[src/rtl/core/lfu_pkg.sv]
// ----------------------------------------------------------------------------
// lfu_pkg
// Shared constants, codes and types of the least-frequently-used cache.
// ----------------------------------------------------------------------------
package lfu_pkg;

    localparam int ENTRIES   = 8;
    localparam int KEY_W     = 32;
    localparam int VAL_W     = 32;
    localparam int CNT_W     = 16;
    localparam int OCC_W     = $clog2(ENTRIES + 1);
    localparam int S_DATA_W  = 80;
    localparam int M_DATA_W  = 64;

    localparam logic [CNT_W-1:0] COUNT_MAX = {CNT_W{1'b1}};

    typedef enum logic {
        ACT_GET = 1'b0,
        ACT_SET = 1'b1
    } action_t;

    typedef enum logic {
        ST_IDLE   = 1'b0,
        ST_UPDATE = 1'b1
    } state_t;

    // control broadcast to every cell
    typedef struct packed {
        logic              lookup;
        logic              upd_hit;
        logic              upd_ins;
        logic [KEY_W-1:0]  look_key;
        logic [KEY_W-1:0]  key;
        logic [VAL_W-1:0]  mov_value;
        logic [CNT_W-1:0]  mov_count;
        logic [VAL_W-1:0]  ins_value;
        logic [CNT_W-1:0]  ins_count;
    } cell_ctl_t;

endpackage

[src/rtl/core/lfu_cell.sv]
// ----------------------------------------------------------------------------
// lfu_cell
// One rank slot: holds key, value and count, compares the lookup key, and
// moves its entry down the rank when a hit entry is promoted past it.
// ----------------------------------------------------------------------------
module lfu_cell (
    input  logic                       aclk,
    input  logic                       aresetn,
    input  lfu_pkg::cell_ctl_t         ctl,
    input  logic                       in_use,
    input  logic                       ins_sel,
    input  logic                       prev_blk_in,
    input  logic                       pos_in,
    input  logic                       blk_in,
    input  logic [lfu_pkg::KEY_W-1:0]  up_key,
    input  logic [lfu_pkg::VAL_W-1:0]  up_value,
    input  logic [lfu_pkg::CNT_W-1:0]  up_count,
    output logic                       pos_out,
    output logic                       blk_out,
    output logic                       match_now,
    output logic                       match,
    output logic [lfu_pkg::KEY_W-1:0]  key,
    output logic [lfu_pkg::VAL_W-1:0]  value,
    output logic [lfu_pkg::CNT_W-1:0]  count
);

    logic [lfu_pkg::KEY_W-1:0] key_reg,   key_next;
    logic [lfu_pkg::VAL_W-1:0] value_reg, value_next;
    logic [lfu_pkg::CNT_W-1:0] count_reg, count_next;
    logic                      match_reg, match_next;
    logic                      pos_self;
    logic                      blk_self;
    logic                      take;
    logic                      shift;

    assign match_now = ctl.lookup && in_use && (key_reg == ctl.look_key);
    assign match_next = ctl.lookup ? match_now : match_reg;

    // pos_self: the hit entry sits here or further toward the tail
    assign pos_self = match_reg | pos_in;
    assign pos_out  = pos_self;
    // an earlier entry with a higher count stops the promotion
    assign blk_self = pos_in && (count_reg > ctl.mov_count);
    assign blk_out  = blk_in | blk_self;

    assign take  = ctl.upd_hit && pos_self && !blk_out && prev_blk_in;
    assign shift = ctl.upd_hit && pos_self && !prev_blk_in;

    always_comb begin
        key_next   = key_reg;
        value_next = value_reg;
        count_next = count_reg;
        if (take) begin
            key_next   = ctl.key;
            value_next = ctl.mov_value;
            count_next = ctl.mov_count;
        end else if (shift) begin
            key_next   = up_key;
            value_next = up_value;
            count_next = up_count;
        end else if (ctl.upd_ins && ins_sel) begin
            key_next   = ctl.key;
            value_next = ctl.ins_value;
            count_next = ctl.ins_count;
        end
    end

    always_ff @(posedge aclk) begin
        key_reg   <= key_next;
        value_reg <= value_next;
        count_reg <= count_next;
        if (!aresetn) begin
            match_reg <= 1'b0;
        end else begin
            match_reg <= match_next;
        end
    end

    assign match = match_reg;
    assign key   = key_reg;
    assign value = value_reg;
    assign count = count_reg;

endmodule

[src/rtl/core/lfu_cache.sv]
// ----------------------------------------------------------------------------
// lfu_cache
// Key-value cache with least-frequently-used replacement over a rank chain.
// ----------------------------------------------------------------------------
// result: registered from the rank update state that follows the item's acceptance
// each item has a lookup, then a rank update; no new item is accepted during the update
// a result held by m_tready low stalls the next item until it is taken
// the promotion of a hit entry past lower counts is done by every cell at once
// reset: occupancy and control cleared, cell contents undefined until written
module lfu_cache (
    input  logic                          aclk,
    input  logic                          aresetn,
    input  logic                          s_tvalid,
    output logic                          s_tready,
    // lookup_key, write_value, init_count
    input  logic [lfu_pkg::S_DATA_W-1:0]  s_tdata,
    // action
    input  logic [0:0]                    s_tuser,
    output logic                          m_tvalid,
    input  logic                          m_tready,
    // read_value, evicted_key
    output logic [lfu_pkg::M_DATA_W-1:0]  m_tdata,
    // hit, evicted
    output logic [1:0]                    m_tuser
);

    localparam int E = lfu_pkg::ENTRIES;

    lfu_pkg::state_t                 state_reg, state_next;
    logic [lfu_pkg::OCC_W-1:0]       occ_reg, occ_next;
    lfu_pkg::action_t                act_reg, act_next;
    logic [lfu_pkg::KEY_W-1:0]       key_reg, key_next;
    logic [lfu_pkg::VAL_W-1:0]       wval_reg, wval_next;
    logic [lfu_pkg::CNT_W-1:0]       icnt_reg, icnt_next;
    logic                            hit_reg, hit_next;
    logic [lfu_pkg::VAL_W-1:0]       selv_reg, selv_next;
    logic [lfu_pkg::CNT_W-1:0]       newc_reg, newc_next;
    logic                            m_valid_reg, m_valid_next;
    logic [lfu_pkg::M_DATA_W-1:0]    m_data_reg, m_data_next;
    logic [1:0]                      m_user_reg, m_user_next;

    logic                            accept;
    logic                            full;
    lfu_pkg::cell_ctl_t              ctl;
    logic [lfu_pkg::VAL_W-1:0]       selv_comb;
    logic [lfu_pkg::CNT_W-1:0]       selc_comb;
    logic [lfu_pkg::KEY_W-1:0]       evict_key;

    logic [E-1:0]                    in_use;
    logic [E-1:0]                    ins_sel;
    logic [E-1:0]                    match_now;
    logic [E-1:0]                    match_vec;
    logic [E:0]                      pos_chain;
    logic [E:0]                      blk_chain;
    logic [lfu_pkg::KEY_W-1:0]       cell_key   [E];
    logic [lfu_pkg::VAL_W-1:0]       cell_value [E];
    logic [lfu_pkg::CNT_W-1:0]       cell_count [E];

    assign full   = (occ_reg == lfu_pkg::OCC_W'(E));
    assign accept = s_tvalid && s_tready;

    assign pos_chain[E] = 1'b0;
    assign blk_chain[E] = 1'b0;

    genvar j;
    generate
        for (j = 0; j < E; j++) begin : g_cell
            logic                      prev_blk;
            logic [lfu_pkg::KEY_W-1:0] up_key;
            logic [lfu_pkg::VAL_W-1:0] up_value;
            logic [lfu_pkg::CNT_W-1:0] up_count;

            assign in_use[j]  = (lfu_pkg::OCC_W'(j) < occ_reg);
            assign ins_sel[j] = full ? (j == E - 1) : (lfu_pkg::OCC_W'(j) == occ_reg);

            if (j == 0) begin : g_head
                assign prev_blk = 1'b1;
                assign up_key   = '0;
                assign up_value = '0;
                assign up_count = '0;
            end else begin : g_body
                assign prev_blk = blk_chain[j-1];
                assign up_key   = cell_key[j-1];
                assign up_value = cell_value[j-1];
                assign up_count = cell_count[j-1];
            end

            lfu_cell u_cell (
                .aclk        (aclk),
                .aresetn     (aresetn),
                .ctl         (ctl),
                .in_use      (in_use[j]),
                .ins_sel     (ins_sel[j]),
                .prev_blk_in (prev_blk),
                .pos_in      (pos_chain[j+1]),
                .blk_in      (blk_chain[j+1]),
                .up_key      (up_key),
                .up_value    (up_value),
                .up_count    (up_count),
                .pos_out     (pos_chain[j]),
                .blk_out     (blk_chain[j]),
                .match_now   (match_now[j]),
                .match       (match_vec[j]),
                .key         (cell_key[j]),
                .value       (cell_value[j]),
                .count       (cell_count[j])
            );
        end
    endgenerate

    assign evict_key = cell_key[E-1];

    always_comb begin
        selv_comb = '0;
        selc_comb = '0;
        for (int i = 0; i < E; i++) begin
            if (match_now[i]) begin
                selv_comb = selv_comb | cell_value[i];
                selc_comb = selc_comb | cell_count[i];
            end
        end
    end

    always_comb begin
        ctl.lookup    = accept;
        ctl.upd_hit   = (state_reg == lfu_pkg::ST_UPDATE) && hit_reg;
        ctl.upd_ins   = (state_reg == lfu_pkg::ST_UPDATE) && !hit_reg
                        && (act_reg == lfu_pkg::ACT_SET);
        ctl.look_key  = s_tdata[31:0];
        ctl.key       = key_reg;
        ctl.mov_value = (act_reg == lfu_pkg::ACT_SET) ? wval_reg : selv_reg;
        ctl.mov_count = newc_reg;
        ctl.ins_value = wval_reg;
        ctl.ins_count = icnt_reg;
    end

    always_comb begin
        state_next   = state_reg;
        occ_next     = occ_reg;
        act_next     = act_reg;
        key_next     = key_reg;
        wval_next    = wval_reg;
        icnt_next    = icnt_reg;
        hit_next     = hit_reg;
        selv_next    = selv_reg;
        newc_next    = newc_reg;
        m_valid_next = m_valid_reg && !m_tready;
        m_data_next  = m_data_reg;
        m_user_next  = m_user_reg;
        s_tready     = 1'b0;
        case (state_reg)
            lfu_pkg::ST_IDLE: begin
                s_tready = !m_valid_reg || m_tready;
                if (s_tvalid && s_tready) begin
                    act_next   = lfu_pkg::action_t'(s_tuser[0]);
                    key_next   = s_tdata[31:0];
                    wval_next  = s_tdata[63:32];
                    icnt_next  = s_tdata[79:64];
                    hit_next   = |match_now;
                    selv_next  = selv_comb;
                    newc_next  = (selc_comb == lfu_pkg::COUNT_MAX) ? selc_comb
                                                                   : selc_comb + 1'b1;
                    state_next = lfu_pkg::ST_UPDATE;
                end
            end
            lfu_pkg::ST_UPDATE: begin
                m_valid_next = 1'b1;
                m_user_next  = 2'b00;
                m_data_next  = '0;
                if (hit_reg) begin
                    m_user_next[0] = 1'b1;
                    if (act_reg == lfu_pkg::ACT_GET) begin
                        m_data_next[31:0] = selv_reg;
                    end
                end else if (act_reg == lfu_pkg::ACT_SET) begin
                    if (full) begin
                        m_user_next[1]     = 1'b1;
                        m_data_next[63:32] = evict_key;
                    end else begin
                        occ_next = occ_reg + 1'b1;
                    end
                end
                state_next = lfu_pkg::ST_IDLE;
            end
            default: begin
                state_next = lfu_pkg::ST_IDLE;
            end
        endcase
    end

    always_ff @(posedge aclk) begin
        act_reg    <= act_next;
        key_reg    <= key_next;
        wval_reg   <= wval_next;
        icnt_reg   <= icnt_next;
        hit_reg    <= hit_next;
        selv_reg   <= selv_next;
        newc_reg   <= newc_next;
        m_data_reg <= m_data_next;
        m_user_reg <= m_user_next;
        if (!aresetn) begin
            state_reg   <= lfu_pkg::ST_IDLE;
            occ_reg     <= '0;
            m_valid_reg <= 1'b0;
        end else begin
            state_reg   <= state_next;
            occ_reg     <= occ_next;
            m_valid_reg <= m_valid_next;
        end
    end

    assign m_tvalid = m_valid_reg;
    assign m_tdata  = m_data_reg;
    assign m_tuser  = m_user_reg;

    a_occ_bound: assert property (@(posedge aclk) disable iff (!aresetn)
        occ_reg <= lfu_pkg::OCC_W'(E))
        else $error("occupancy above capacity");

    a_unique_key: assert property (@(posedge aclk) disable iff (!aresetn)
        (state_reg == lfu_pkg::ST_UPDATE) |-> $onehot0(match_vec))
        else $error("key present in more than one cell");

    a_evict_full: assert property (@(posedge aclk) disable iff (!aresetn)
        ((state_reg == lfu_pkg::ST_UPDATE) && !hit_reg
         && (act_reg == lfu_pkg::ACT_SET) && full)
        |=> (m_tvalid && m_tuser[1] && occ_reg == lfu_pkg::OCC_W'(E)))
        else $error("set miss on full cache did not evict");

    a_no_accept_busy: assert property (@(posedge aclk) disable iff (!aresetn)
        (state_reg == lfu_pkg::ST_UPDATE) |-> !s_tready)
        else $error("item accepted during rank update");

endmodule
[config.mk]
export PLATFORM = sky130hd
export DESIGN_NAME = lfu_cache
export DESIGN_NICKNAME = d
export VERILOG_FILES = /design/src/rtl/core/lfu_pkg.sv /design/src/rtl/core/lfu_cell.sv /design/src/rtl/core/lfu_cache.sv
export SDC_FILE = /design/constraint.sdc
export NUM_CORES = 2
export LEC_CHECK = 0
export ABC_AREA = 1
export BUFFER_PORTS_ARGS = -buffer_cell sky130_fd_sc_hd__buf_2
export CAP_MARGIN = 20
export CORE_UTILIZATION = 60
export DETAILED_ROUTE_END_ITERATION = 16
export PLACE_DENSITY_LB_ADDON = 0.05
export REMOVE_ABC_BUFFERS = 1
export SLEW_MARGIN = 20
export SYNTH_ARGS = -nofsm -noshare
export SYNTH_HDL_FRONTEND = slang
export SYNTH_SLANG_ARGS = --single-unit
[constraint.sdc]
create_clock -name aclk -period 12 [get_ports aclk]
set_clock_uncertainty 0.15 [all_clocks]
set_input_delay 0 -clock aclk [delete_from_list [all_inputs] [get_ports aclk]]
set_output_delay 0 -clock aclk [all_outputs]
set_load 0.05 [all_outputs]
Word-level counts from Yosys, hierarchy flattened --
Index checks and enable logic that the tools add are counted. W data, S select, Z words.
Operators by class: magnitude comparators 15, shifts and indexed selects 0, multiply operators 0, mux-type cells 101, $add $sub $neg 2, reduce and logical (&&, ||, !) cells 92, equality and inequality tests 17, bitwise operators 31, div/mod/pow operators 0
Operator list (count):
- $mux W32 | 55
- $mux W16 | 32
- $eq A32 B32 Y1 | 8
- $or A32 B32 Y32 | 7
- $gt A16 B16 Y1 | 7
- $or A16 B16 Y16 | 7
- $logic_and A1 B1 Y1 | 66
- $reduce_bool A3 Y1 | 7
- $add A16 B1 Y16 const B | 1
- $eq A16 B16 Y1 const B | 1
- $eq A3 B4 Y1 const A | 4
- $lt A3 B4 Y1 const A | 4
- $mux W1 | 13
- $or A1 B1 Y1 | 13
- $logic_not A1 Y1 | 10
- $eq A2 B4 Y1 const A | 2
- $lt A1 B4 Y1 const A | 2
- $lt A2 B4 Y1 const A | 2
- $reduce_or A8 Y1 | 1
- $add A4 B1 Y4 const B | 1
- $eq A1 B4 Y1 const A | 1
- $eq A4 B4 Y1 const B | 1
- $logic_not A4 Y1 | 1
- $not A1 Y1 | 4
- other kinds (7) | 8
Storage, ports and cells: input bits 85, memories kept 0, word-level logic and storage cells 304, bits in writable memories 0, bits in read-only memories 0, output and inout port bits 68, latch bits 0, register bits after elaboration 850

Depth between registers and ports, before layout --
depth in word-level cells 23, depth in mapped cells 27

Modules after synthesis --
From an unflattened synthesis, not the netlist that was laid out.
Unflattened totals: cells, all modules 5857, area, all modules 54058.1 sq um
Modules (own cells, without submodules):
- lfu_cell | area an instance 5475.3 sq um, times used 8, sequential area each 2422.3 sq um, cells each 592
- lfu_cache | area an instance 10256.1 sq um, times used 1, sequential area each 6005.8 sq um, cells each 1121

Worst setup path after synthesis --
OpenSTA, ideal clock, no wires.
path kind flip-flop to flip-flop, start point register state_reg, end point register g_cell[3].u_cell.count_reg (netlist bit g_cell[3].u_cell.count[0]), enable pin, required time 11213 ps, stages on the path, launching flop included 5, setup slack 2941 ps, library setup time 637 ps, data arrival time 8272 ps, buffers on the path 0, clock period less this slack 9059 ps, path through dfxtp_1 > inv_2 > nor3_1 > inv_1 > o31ai_1
Between the ends: word-level cells in the longest chain between the ends 5, elaborated cells on any way between the ends 9, classes of those cells reduce/logical: 9
RTL lines:
- start: declaration | line lfu_cache.sv:29 | lfu_pkg::state_t state_reg, state_next;
- start signal: assignment | line lfu_cache.sv:202 | state_reg <= lfu_pkg::ST_IDLE;
- start signal: assignment | line lfu_cache.sv:206 | state_reg <= state_next;
- $logic_and A1 B1 Y1 | line lfu_cache.sv:126 | ctl.upd_hit = (state_reg == lfu_pkg::ST_UPDATE) && hit_reg;
- $logic_and A1 B1 Y1 | line lfu_cell.sv:46, lfu_cell.sv:47
- $logic_and A1 B1 Y1 (2 in a row) | line lfu_cell.sv:46 | assign take = ctl.upd_hit && pos_self && !blk_out && prev_blk_in;
- $reduce_bool A3 Y1 (no source line) *
- end signal: assignment | line lfu_cell.sv:71 | count_reg <= count_next;
- end: declaration | line lfu_cell.sv:29 | logic [lfu_pkg::CNT_W-1:0] count_reg, count_next;
Mark *: on every way between the ends. The rest lies on a longest branch, timed or not. A chain may end at the register's enable or synchronous reset.

Final worst setup path --
start point register newc_reg[15] in the netlist's numbering, end point register g_cell[2].u_cell.count_reg (netlist bit g_cell[2].u_cell.count[7]), enable pin
Between the ends: word-level cells in the longest chain between the ends 10, elaborated cells on any way between the ends 23, classes of those cells order compare: 6; bitwise: 5; reduce/logical: 12
RTL lines:
- start: declaration | line lfu_cache.sv:37 | logic [lfu_pkg::CNT_W-1:0] newc_reg, newc_next;
- start signal: assignment | line lfu_cache.sv:198 | newc_reg <= newc_next;
- $gt A16 B16 Y1 | line lfu_cell.sv:43 | assign blk_self = pos_in && (count_reg > ctl.mov_count);
- $logic_and A1 B1 Y1 | line lfu_cell.sv:43
- $or A1 B1 Y1 (4 in a row) | line lfu_cell.sv:44 | assign blk_out = blk_in | blk_self;
- $or A1 B1 Y1 or $logic_not A1 Y1 (tied branches) | line lfu_cell.sv:44, lfu_cell.sv:46
- $logic_not A1 Y1 or $logic_and A1 B1 Y1 (tied branches) | line lfu_cell.sv:47, lfu_cell.sv:46
- $logic_and A1 B1 Y1, on equally long branches | line lfu_cell.sv:47, lfu_cell.sv:46
- $reduce_bool A3 Y1 (no source line) *
- end signal: assignment | line lfu_cell.sv:71
- end: declaration | line lfu_cell.sv:29
Marked as above.

==> impl_metrics.json <==
{
  "cts_sinks": 850,
  "path_max_fanout": 48,
  "die_w_um": 278.8,
  "period_share_pct": 48.37,
  "synth-edff-count": 836,
  "drive_above_1_share_pct": 9.007,
  "numCtsBuffers": 90,
  "die_h_um": 278.8,
  "max_cap_viol_count": 0,
  "yosysMostFrequentCell": "nand2_1",
  "clock_path_buffers": 3,
  "yosys-top-cells-count": "nand2_1 (1502), edfxtp_1 (836), inv_1 (470)",
  "remaining_drc_errors": 0,
  "wl_per_cell_um": 28.20,
  "yosysSeqAreaShare_pct": 55.21,
  "first_pass_iters": 7,
  "num_vias": 40180,
  "design_area_mm2": 0.05165,
  "fin_crit_ns": 5.804,
  "grtUsageTotal_pct": 44.34,
  "slew_headroom_pct": 20.32,
  "slew_violations": 0,
  "worstPathArrival_ns": 5.90,
  "fmax_mhz": 172.3,
  "synth_top_area_share_pct": 54.60,
  "p_leak_uw": 0.02096,
  "reg2reg_slack_ns": 6.20,
  "fin_tns_setup_ns": 0,
  "placed_cell_area_mm2": 0.04735,
  "synth_ff_type": "edfxtp_1",
  "critical_path.top_delay_family": "buffers and inverters",
  "async_flop_share_pct": 0,
  "critPathLaunchType": "flip-flop",
  "slowest_stage": "buf_4",
  "wl_mm": 175.1,
  "ys_types": 54,
  "clk_latency_ns": 0.68,
  "path_depth": 12,
  "num_rows": 101,
  "cp_num_buf_inv": 4,
  "syn_avg_cell_area_um2": 9.239,
  "ys_ff_latch": 850,
  "synth_area_leaders": "edfxtp_1 (55%), nand2_1 (12%), o21ai_0 (4.6%)",
  "crit_required_ns": 12.10,
  "cts_tree": "done",
  "reg2regPathDepth": 12,
  "place_congestion": 0.9835,
  "setup.worst_path.class": "reg2reg",
  "grt_pass1_wl_mm": 249.5,
  "start_util_pct": 60.63,
  "ir_drop_v": 0.0001204,
  "viasPerCell": 6.471,
  "end_kind": "flip-flop",
  "clk_pin_slew_ns": 0.06,
  "finish.utilization_pct": 68.12,
  "cts_setup_buffers": 0,
  "grt_remaining_overflow": 0,
  "post_cts_resized": 0,
  "synth_largest_area_cell": "edfxtp_1",
  "setup-violations-final": 0,
  "syn-cell-area_mm2": 0.04597,
  "status": "finished, final reports clean",
  "grt_antenna_before_repair": 3,
  "netlist_instances": 4976,
  "postRouteAntennaNets": 0,
  "cts-root-buf": "clkbuf_16",
  "core-area_mm2": 0.07582,
  "grt_max_degree": 88,
  "htree_levels": 3,
  "reg2reg_from": "newc_reg[15]",
  "grt_pass1_vias": 37380,
  "rsz0062_at_grt": "no",
  "crit_path_end": "g_cell[2].u_cell.count[7]",
  "layout.nets": 5356,
  "worst_hold_path_type": "in2reg",
  "hold_viol": 0,
  "timing.rr.end": "g_cell[2].u_cell.count[7]",
  "timing.final.ws_setup_ns": 6.196,
  "worst_pin_slew_ns": 1.195,
  "holdBufCountCts": 134,
  "crit_start": "newc_reg[15]",
  "area_growth_syn_to_layout_pct": 12.34,
  "critPathMaxStageDelay_ns": 0.91,
  "crit_chain": "inv_1 > ha_1 > nand3_1 > nor4b_1 > nand2_1 > o2111ai_1 > nand3_1 > inv_2 > nand2_1 > buf_4 > nand3_4 > buf_4",
  "ios": 153,
  "port_buffers": 152,
  "post-place-ws_ns": 6.443,
  "dpl.hpwl_mm": 104.9,
  "ys.warnings.count": 0,
  "p_per_area_mw_per_mm2": 129.6,
  "drtIter0Drc": 6443,
  "dieArea_mm2": 0.07774
}
-- how the worst min path moves through the flow --
stage                      startpoint          end  slack, ns  cells after the start
final                      s_tdata[9]   key_reg[9]       0.06                      2
after detailed placement  s_tdata[70]  icnt_reg[6]       0.03                      1
after global placement    s_tdata[41]  wval_reg[9]       0.03                      1
after global routing       s_tdata[9]   key_reg[9]       0.07                      2
after CTS                  s_tdata[9]   key_reg[9]       0.04                      2
after floorplan               s_tuser      act_reg      -0.05                      0
-- routing by layer --
layer,GRT usage (%),wire (µm),share of wire [%],vias up
li1,-,-,-,17500
met1,58.48,61860,35,18530
met2,67.96,76950,44,3404
met3,10.02,24520,14,741
met4,24.89,11740,6.7,2
met5,0,15,0.0086,-
-- stage by stage --
step	std cells	hold slack, ns	power (µW)
detailed placement	5907	0.02808	3835
floorplan	4719	-0.05113	3676
global placement	5907	0.02599	3828
finish	6208	0.06170	6692
global route	6207	0.07213	6823
CTS	6207	0.03559	6671
-- placed cells by master (no fill, tap or decap), types with 17 or more instances in the layout --
| master | synthesis | routed |
|---|---|---|
| a21oi_1 | 109 | 109 |
| a22o_1 | 72 | 72 |
| a22oi_1 | 97 | 97 |
| buf_2 | 48 | 152 |
| buf_4 | 32 | 57 |
| clkbuf_1 | 157 | 19 |
| clkbuf_16 | 0 | 94 |
| clkinv_1 | 3 | 25 |
| clkinv_2 | 4 | 19 |
| dlygate4sd3_1 | 0 | 134 |
| edfxtp_1 | 836 | 836 |
| ha_1 | 116 | 116 |
| inv_1 | 470 | 466 |
| inv_2 | 43 | 46 |
| nand2_1 | 1502 | 1498 |
| nand3_1 | 137 | 133 |
| nand4_1 | 50 | 50 |
| nor2_1 | 324 | 315 |
| nor2_4 | 17 | 25 |
| nor3_1 | 17 | 17 |
| o211ai_1 | 73 | 73 |
| o21ai_0 | 419 | 416 |
| o21ai_1 | 50 | 50 |
| o221ai_1 | 112 | 112 |
| o22ai_1 | 43 | 42 |
| or4_1 | 32 | 32 |
| xnor2_1 | 86 | 86 |
| xor2_1 | 21 | 21 |
-- where the power goes --
part / total, µW / leakage (µW) / switching [µW] / internal (µW)
logic: 467 / 0.0118 / 310 / 157
registers: 3350 / 0.00777 / 40.5 / 3310
clock network: 2870 / 0.00144 / 1230 / 1640
-- cell type report --
type                       count  area (µm²)
multi-input combinational   3345       17550
sequential                   850       25390
inverter                     524        1992
timing repair buffer         344        2541
fill                        5989       24170
antenna                        1       2.502
clock inverter                53       526.8
tap                          978        1224
clock buffer                 113        2424
-- logic make-up (layout without fill, tap and decap cells) --
group	count (synthesis)	after routing	share of synthesized area [%]
adders and majority gates	116	116	3.157
other	0	1	0
AOI/OAI and AO/OA	996	996	13.51
DFF	850	850	55.21
and+or+nand+nor	2126	2126	19.05
xor gates and xnor gates	107	107	2.038
buffers and inverters	781	1034	7.035
Note: power is estimated with default switching activity, not from simulation.
